==> src/rtl/rqs_pkg.sv <==
package rqs_pkg;

    // Default build values
    localparam int DEF_CAPACITY     = 1024;
    localparam int DEF_ELEMENT_BITS = 32;

    // Fixed field widths of the words
    localparam int ELEM_W   = 32;
    localparam int KIND_W   = 2;
    localparam int RAND_W   = 16;
    localparam int STATUS_W = 2;
    localparam int COUNT_W  = 11;

    // Operation codes
    localparam logic [KIND_W-1:0] KIND_ADD    = 2'd0;
    localparam logic [KIND_W-1:0] KIND_REMOVE = 2'd1;
    localparam logic [KIND_W-1:0] KIND_PEEK   = 2'd2;

    // Status codes
    localparam logic [STATUS_W-1:0] ST_OK    = 2'd0;
    localparam logic [STATUS_W-1:0] ST_EMPTY = 2'd1;
    localparam logic [STATUS_W-1:0] ST_FULL  = 2'd2;

    // Input word
    typedef struct packed {
        logic [KIND_W-1:0] kind;
        logic [ELEM_W-1:0] value;
        logic [RAND_W-1:0] random_word;
    } rqs_in_t;

    // Result word
    typedef struct packed {
        logic [ELEM_W-1:0]   element;
        logic [STATUS_W-1:0] status;
        logic [COUNT_W-1:0]  count_after;
        logic                is_empty;
    } rqs_out_t;

    // Controller to datapath
    typedef struct packed {
        logic                accept;       // latch the input word, read last slot
        logic                hold_last;    // capture last entry from the RAM
        logic                rd_pick;      // read the chosen slot
        logic                wr_add;       // append value, count up
        logic                wr_swap;      // move last entry into chosen slot, count down
        logic                emit;         // load the result register
        logic                take_element; // result carries the read entry
        logic [STATUS_W-1:0] status;
    } rqs_cmd_t;

    // Datapath to controller
    typedef struct packed {
        logic [KIND_W-1:0] kind;
        logic              empty;
        logic              full;
    } rqs_stat_t;

endpackage

==> src/rtl/rqs_ctrl.sv <==
module rqs_ctrl
    import rqs_pkg::*;
(
    input  logic      clk,
    input  logic      rst_n,
    input  logic      start,
    input  rqs_stat_t stat,
    output rqs_cmd_t  cmd,
    output logic      busy
);

    typedef enum logic [2:0] {
        S_IDLE = 3'b001,
        S_PICK = 3'b010,
        S_SWAP = 3'b100
    } state_t;

    state_t state_reg;
    state_t state_next;

    // Next state and commands
    always_comb
    begin
        state_next = state_reg;
        cmd        = '0;
        cmd.status = ST_OK;
        unique case (state_reg)
            S_IDLE:
            begin
                if (start)
                begin
                    cmd.accept = 1'b1;
                    state_next = S_PICK;
                end
            end
            S_PICK:
            begin
                cmd.hold_last = 1'b1;
                priority if (stat.kind == KIND_ADD)
                begin
                    cmd.emit   = 1'b1;
                    state_next = S_IDLE;
                    if (stat.full)
                    begin
                        cmd.status = ST_FULL;
                    end
                    else
                    begin
                        cmd.wr_add = 1'b1;
                    end
                end
                else if (stat.kind == KIND_REMOVE || stat.kind == KIND_PEEK)
                begin
                    if (stat.empty)
                    begin
                        cmd.emit   = 1'b1;
                        cmd.status = ST_EMPTY;
                        state_next = S_IDLE;
                    end
                    else
                    begin
                        cmd.rd_pick = 1'b1;
                        state_next  = S_SWAP;
                    end
                end
                else
                begin
                    // unused kind: report the count, change nothing
                    cmd.emit   = 1'b1;
                    state_next = S_IDLE;
                end
            end
            S_SWAP:
            begin
                cmd.emit         = 1'b1;
                cmd.take_element = 1'b1;
                cmd.wr_swap      = (stat.kind == KIND_REMOVE);
                state_next       = S_IDLE;
            end
            default:
            begin
                state_next = S_IDLE;
            end
        endcase
    end

    always_ff @(posedge clk or negedge rst_n)
    begin
        if (!rst_n)
        begin
            state_reg <= S_IDLE;
        end
        else
        begin
            state_reg <= state_next;
        end
    end

    assign busy = (state_reg != S_IDLE);

    // A slot swap only follows a pick of a non-empty queue
    a_swap_after_pick: assert property (@(posedge clk) disable iff (!rst_n)
        cmd.wr_swap |-> $past(cmd.rd_pick))
        else $error("swap write without a preceding slot read");

    a_state_onehot: assert property (@(posedge clk) disable iff (!rst_n)
        $onehot(state_reg))
        else $error("controller state not one-hot");

    a_accept_when_idle: assert property (@(posedge clk) disable iff (!rst_n)
        cmd.accept |-> !busy)
        else $error("word taken while busy");

endmodule

==> config.mk <==
export PLATFORM = sky130hd
export DESIGN_NAME = rqs_ctrl
export DESIGN_NICKNAME = d
export VERILOG_FILES = /design/src/rtl/rqs_pkg.sv /design/src/rtl/rqs_ctrl.sv
export SDC_FILE = /design/constraint.sdc
export NUM_CORES = 1
export LEC_CHECK = 0
export ABC_AREA = 1
export BUFFER_PORTS_ARGS = -buffer_cell sky130_fd_sc_hd__clkbuf_2
export CORE_AREA = 8 8 45 47
export DETAILED_ROUTE_END_ITERATION = 8
export DIE_AREA = 0 0 53 55
export HOLD_SLACK_MARGIN = 0.03
export PLACE_DENSITY = 0.45
export SLEW_MARGIN = 10
export SYNTH_ARGS = -nofsm -noshare
export SYNTH_HDL_FRONTEND = slang
export SYNTH_SLANG_ARGS = --single-unit
==> constraint.sdc <==
create_clock -name clk -period 1.56 [get_ports clk]
set_input_delay 0.468 -clock clk [delete_from_list [all_inputs] [get_ports clk]]
set_output_delay 0.468 -clock clk [all_outputs]
set_load 0.02 [all_outputs]
Word-level counts from Yosys, hierarchy flattened
Cells that the tools add are included.

storage, ports and cells
  word-level logic and storage cells = 34
  input bits = 7
  register bits after elaboration = 3
  output and inout port bits = 10

operators by class
  mux-type cells = 24
  reduce and logical (&&, ||, !) cells = 2
  equal/unequal tests = 7

operator list
  kind                number
  $mux 3              5
  $mux 1              14
  $mux 2              3
  $pmux 3 s2          1
  $eq 3x1->1 const B  1
  $eq 3x2->1 const B  1
  $eq 3x3->1 const B  1
  $ne 3x1->1 const B  1
  $eq 2x1->1 const B  1
  $eq 2x2->1 const B  1
  $logic_not 2->1     1
  $ne 2x2->1 const B  1
  $pmux 1 s2          1
  $logic_or 1x1->1    1

Longest topological paths before layout
Gate-level depths: netlist of run 1.

  depth after elaboration = 5
  gate-level depth with buffers = 6
  mapped depth without buffers = 6

Least setup slack after synthesis of run 1
Ideal clock, no wire load.

  path type = input-to-output
  from = input port stat[3] in the netlist's numbering
  to = output port cmd[0] in the netlist's numbering
  setup slack = -0.119 ns
  path buffers = 0
  cell stages on the path = 4
  data arrival time = 1.211 ns
  path through = inv_1 -> ha_1 -> nand3_1 -> nor2_1

RTL lines
  what             RTL line       RTL
  start, declared  rqs_ctrl.sv:7  input rqs_stat_t stat,
  end, declared    rqs_ctrl.sv:8  output rqs_cmd_t cmd,

==> out/results.tsv, run 1 <==
stage	metric	value	unit
outcome	status	complete, but fails checks	
outcome	failing checks	setup timing	
synth	simple-gate share of the synthesized area	46.33	%
grt	largest net degree at the start of global routing	7	
timing	Hold WS	516.6	ps
clocking	clock tree buffer depth	2	
route	Total Wirelength	705	µm
timing	Slew headroom	90.06	%
synth	fraction of synthesis flops using an asynchronous set or reset pin	100.0	%
synth	combinational family with the most area after synthesis	simple AND/OR/NAND/NOR gates	
cells_and_area	number of flip-flops in the largest register	3	
cells_and_area	share of cells above drive strength 1	77.97	%
placement	dpl cell area	407.9	µm²
clocking	Root Buffer	clkbuf_4	
worst_setup_path	Startpoint Class	flop	
timing	post-layout min period	1679	ps
grt	vias in the first global route	313	
placement	dpl hpwl	565.8	µm
floorplan	Die W	53	µm
worst_setup_path	path depth of the worst reg2reg path	6	
timing	Final Cycle Share	107.6	%
floorplan	Row Count	14	
flow_run	Max Cap Viol	0	
worst_setup_path	flop-to-flop setup slack	470	ps
grt	initial antenna violation count	0	
route	vias post-DR	285	
grt	met3 Track Usage GR	1.872	%
synth	Post-synth top cells	inv_1 (6), nor2_1 (5), inv_2 (4)	
floorplan	num ports	17	
synth	count of different cell masters after synthesis	16	
synth	mapped cell area	272.8	µm²
worst_setup_path	CP Capture Type	output port	
route	Iter 0 DRT Violations	1	
grt	met2 Use GR	9.766	%
timing	Slew @ Worst Pin	149.1	ps
grt	Congestion Overflow GR	0	
timing	Slew Limit Fails	0	
worst_setup_path	CP required	1090	ps
synth	most common cell in the netlist	inv_1	
synth	Mean Syn Cell Area	8.266	µm²
synth	top_reg_cell synth	dfrtp_1	
min_path	hold_sp	start	
placement	post-placement setup slack	-193.8	ps
worst_setup_path	critical path type	flop to output port	
min_path	hold depth	3	
synth	Synth Instances	33	
synth	Synth top area share	18.35	%
timing	fmax	595.7	MHz
grt	first-pass GRT wire length	1173	µm
synth	flops & latches, synth	3	
pwr	Max rail drop VDD	0.3166	mV
floorplan	CORE AREA	0.001384	mm²
grt	GRT busiest layer	met2	
floorplan	Initial Util	19.71	%
synth	post-synth top area cell	dfrtp_1	
synth	EDFF count, synth	0	
synth	xor and xnor area share after synthesis	0	%
synth	Post-Synth Adder-Cell Area	9.174	%
clocking	worst skew pair latency	230	ps
floorplan	die span in y	55	µm
cells_and_area	FF/Latch Area	76.32	µm²
timing	Setup violations, final	9	
placement	Final GP Congestion	0.6104	
clocking	CTS tree	built	
synth	sequential area share after synthesis	27.98	%
grt	All-Layer GR Usage	5.577	%
clocking	cts bufs inserted	3	
floorplan	DIE AREA	0.002915	mm²
cells_and_area	Finished Core Util	41.23	%
cells_and_area	nets@finish	69	
timing	worst-case clock skew	3.663	ps
route	drc violations	0	
clocking	H-tree levels	1	
cells_and_area	Ant. Diodes	0	
grt	met1 usage	5.023	%
route	drt wl/cell	9.400	µm
cells_and_area	Area growth syn-to-layout	109.2	%
route	drt first pass iters	4	
synth	complex-gate fraction of the synthesized area	0	%
synth	Area contributors post-synth	dfrtp_1 (18%), dfstp_2 (9.6%), ha_1 (9.2%)	
min_path	hold crit path type	input port to flop	
worst_setup_path	crit path max fanout	3	
clocking	Clock Sinks	3	
synth	Syn. warnings	0	
timing	final hold violations	0	
synth	post-synthesis mux area share	0	%
worst_setup_path	Reg2Reg Launch Point	state_reg[0]$_DFFE_PN1P_	
route	post-route antenna net violation count	0	
cells_and_area	filler cell count	148	
pwr	PwrDens	662.6	mW/mm²
timing	min setup slack post-route	-118.7	ps
cells_and_area	finished layout cell area	570.5	µm²
worst_setup_path	Critical R2R Capture	state_reg[0]$_DFFE_PN1P_	
min_path	Worst Hold Path EP	state_reg[1]$_DFFE_PN0P_	
cells_and_area	Multi-input gate area	188.9	µm²
worst_setup_path	Critical Path AT	1210	ps
clocking	Reg clk slew, reported paths	40	ps
synth	post-synth net total	42	
pwr	Leak Pwr	0.2940	nW
timing	RSZ-0062 raised after global routing	yes	
route	drt via density	3.800	
placement	port bufs	16	
[cell usage in the layout (no fill, tap or decap), types with 3 or more instances in the layout]
cell type,count
nor2_1,4
buf_2,3
clkbuf_8,3
buf_8,4
clkbuf_2,5
buf_4,6
inv_2,5
inv_1,3
clkbuf_4,3
[metal layers]
metal	routed length [µm]	up-vias	part of all wire, %
met5	0	-	0
met4	0	0	0
met3	54	0	7.7
met2	418	6	59
met1	232	129	33
li1	-	150	-
[report_power, final]
group	total [mW]	internal (mW)	switching, mW	leakage [nW]
Combinational	0.150	0.0729	0.0768	0.242
Clock	0.133	0.0956	0.0370	0.0150
Sequential	0.0957	0.0883	0.00741	0.0373
[cell type report]
| type | count | share of cell area [%] |
|---|---|---|
| Multi-Input combinational cell | 19 | 33.11 |
| Tap cell | 16 | 3.509 |
| Inverter | 10 | 7.456 |
| Clock buffer | 4 | 4.605 |
| Timing Repair Buffer | 23 | 37.94 |
| Sequential cell | 3 | 13.38 |
[through the flow]
step                      power, mW  cells  setup TNS (ps)
final                        0.3781     75          -679.2
after global routing         0.4019     75           -1114
after CTS                    0.3744     74          -841.6
after detailed placement     0.2060     67          -651.0
after global placement       0.2056     67          -661.8
after floorplan              0.1698     33               0
[cells by family (layout without fill, tap and decap cells)]
family / Yosys count / in the layout
AND/OR/NAND/NOR: 17 / 17
buffers and inverters: 11 / 37
flip-flops: 3 / 3
adder cells (fa/ha/maj): 2 / 2
[critical path, cell delays in order (launching register included)]
cell and delay (ps):
dfstp_2 540, inv_2 50, buf_4 130, nand3_4 70
inv_1 50, clkbuf_8 140
[worst max path at each step]
stage,start,endpoint,slack (ps),depth (start not counted)
floorplan,stat[3],cmd[6],0.5,5
global placement,stat[2],cmd[6],-200,6
detailed placement,stat[2],cmd[6],-190,6
CTS,stat[3],cmd[3],-140,7
global route,state_reg[0]$_DFFE_PN1P_,cmd[2],-160,5
finish,state_reg[0]$_DFFE_PN1P_,cmd[2],-120,5
[what timing repair did]
action,in CTS,in global routing
setup endpoints to repair,9,10
pin swaps,6,4
setup buffers,2,1
hold endpoints to repair,2,0
gates resized for setup,16,9
hold buffers,1,0
Power figures use the tool's default switching activity.
==> run 2: changes to the inputs <==
Settings changed: PLACE_DENSITY 0.45 to 0.43.
Clock period 1.56 ns to 1.9 ns, I/O delays scaled along.
==> run 2 against run 1 <==
  * The flow now finishes without violations
  * Die area unchanged
  * Cell count is 4.0% lower
  * Clock power decreased by 17%
  * Sequential share of layout area increased by 2.7 points
  * Critical path type is now input port to output port
  * Largest power group is now clock
==> out/results.tsv, run 2 (synthesis gave the netlist of run 1 again) <==
stage	metric	value	unit	change
cells_and_area	Area growth syn-to-layout	73.85	%	
clocking	cts bufs inserted	3		unchanged
min_path	hold crit path type	input port to asynchronous set/reset pin		
pwr	Power Total	0.2851	mW	-25%
grt	first-pass GRT wire length	924	µm	-21%
cells_and_area	Finished Core Util	34.27	%	-7.0 points
route	Total Wirelength	622	µm	-12%
cells_and_area	Ant. Diodes	0		unchanged
timing	worst-case clock skew	0.6480	ps	-3.015 ps
timing	Slew @ Worst Pin	139.4	ps	-9.712 ps
placement	placed cell count	67		unchanged
outcome	status	finished clean		
pwr	Max rail drop VDD	0.3012	mV	-4.9%
clocking	H-tree levels	1		unchanged
worst_setup_path	critical path type	input port to output port		
route	drc violations	0		unchanged
cells_and_area	nets@finish	66		-4.3%
timing	fmax	532.9	MHz	
route	drt wl/cell	8.639	µm	-8.1%
timing	Final Cycle Share	98.76	%	
grt	largest net degree at the start of global routing	7		unchanged
floorplan	num ports	17		unchanged
floorplan	CORE AREA	0.001384	mm²	unchanged
timing	Slew Limit Fails	0		unchanged
worst_setup_path	CP Capture Type	output port		
floorplan	Row Count	14		unchanged
worst_setup_path	cells along the critical path	buf_6 -> inv_2 -> ha_4 -> nand3b_4 -> nand2_2 -> nand2_2 -> buf_8		
worst_setup_path	crit path max-delay cell type	ha_4		
pwr	PwrDens	601.1	mW/mm²	-9.3%
clocking	clock tree buffer depth	2		unchanged
worst_setup_path	Crit path largest cell delay	270	ps	-270 ps
timing	final hold violations	0		unchanged
grt	Congestion Overflow GR	0		unchanged
timing	Slew headroom	90.68	%	+0.62 points
flow_run	Max Cap Viol	0		unchanged
route	post-route antenna net violation count	0		unchanged
clocking	Root Buffer	clkbuf_4		
floorplan	die span in y	55	µm	unchanged
worst_setup_path	CP Depth	7		+2
clocking	Clock Sinks	3		unchanged
worst_setup_path	path depth of the worst reg2reg path	5		-1
floorplan	DIE AREA	0.002915	mm²	unchanged
timing	Setup violations, final	0		-9
worst_setup_path	CP top delay family	adder cells		
route	drt via density	3.639		-4.2%
clocking	Reg clk slew, reported paths	40	ps	about the same
placement	Final GP Congestion	0.6670		+9.3%
grt	All-Layer GR Usage	4.155	%	-1.4 points
cells_and_area	final std cells w/o fill	72		-4.0%
cells_and_area	commonest cells after routing, fill and taps aside	clkbuf_2 (11), inv_2 (6), nor2_1 (5)		
worst_setup_path	CP required	1330	ps	+240 ps
worst_setup_path	Most common cell on crit path	nand2_2		
route	drt first pass iters	2		-2
worst_setup_path	Startpoint Class	input port		
floorplan	Initial Util	19.71	%	unchanged
worst_setup_path	Critical Path AT	1310	ps	+100 ps
worst_setup_path	crit path buf inv count	3		-1
placement	port bufs	16		unchanged
floorplan	Die W	53	µm	unchanged
grt	initial antenna violation count	0		unchanged
timing	post-layout min period	1876	ps	
route	vias post-DR	262		-8.1%
cells_and_area	share of cells above drive strength 1	73.21	%	-4.8 points
placement	dpl hpwl	529.6	µm	-6.4%
worst_setup_path	crit path max fanout	3		unchanged
clocking	CTS tree	built		
clocking	cts hold-fix bufs	0		-1
pwr	Leak Pwr	0.2592	nW	-12%
grt	vias in the first global route	250		-20%
cells_and_area	number of flip-flops in the largest register	3		unchanged
cells_and_area	filler cell count	160		+8.1%
cells_and_area	most common cell after layout, fill and taps aside	clkbuf_2		
route	Iter 0 DRT Violations	2		+1
clocking	worst skew pair latency	230	ps	about the same
-- run 2: changes by cell type in the layout (fill, tap and decap cells not counted), moves of 2 or more --
cell,delta
buf_4,-2
clkbuf_8,-2
buf_2,-3
nand3_1,+2
buf_8,-2
clkbuf_2,+6
-- run 2: power by group --
group	leakage [nW]	switching (mW)	internal [mW]
registers	0.0373	0.00568	0.0724
clock network	0.0150	0.0315	0.0786
logic	0.207	0.0538	0.0431
-- run 2: final timing paths --
path | to | start | slack, ps
setup reg to reg | state_reg[0]$_DFFE_PN1P_ | state_reg[0]$_DFFE_PN1P_ | 890
min in group clk | state_reg[1]$_DFFE_PN0P_ | state_reg[0]$_DFFE_PN1P_ | 540
max in group asynchronous | state_reg[0]$_DFFE_PN1P_ | rst_n | 1580
hold / removal | state_reg[2]$_DFFE_PN0P_ | rst_n | 130
hold reg to reg | state_reg[1]$_DFFE_PN0P_ | state_reg[0]$_DFFE_PN1P_ | 540
setup / recovery | cmd[3] | stat[2] | 20
-- run 2: repair_timing --
action                     in CTS  in global routing
gates resized for setup         9                  5
hold endpoints to repair        0                  0
setup endpoints to repair       4                  5
buffers inserted                0                  1
pin swaps                       3                  2
gates cloned                    0                  0
-- run 2: layer usage --
metal,up-vias,track usage (%),part of all wire (%)
li1,142,-,-
met3,0,0.8021,9.6
met1,113,4.262,35
met5,-,0,0
met4,0,3.879,0
met2,7,7.031,55
-- run 2: final cells by class --
class | count | area (µm²) | share of cell area (%)
multi-input cells | 19 | 163.9 | 34.56
flip-flops and latches | 3 | 76.32 | 16.09
inverters | 10 | 40.04 | 8.443
clock buffers | 4 | 26.28 | 5.541
well taps | 16 | 20.02 | 4.222
repair buffers | 20 | 147.6 | 31.13
-- run 2: metrics by stage --
step	worst slack, ps	hold slack, ps	TNS, ps	area [µm²]
after floorplan	16.75	274.4	0	272.8
after global placement	-92.96	367.5	-252.6	387.9
after detailed placement	-92.55	366.4	-268.7	387.9
after CTS	-17.03	121.6	-21.96	446.7
after global routing	-5.509	128.0	-5.509	474.2
final	23.54	126.3	0	474.2
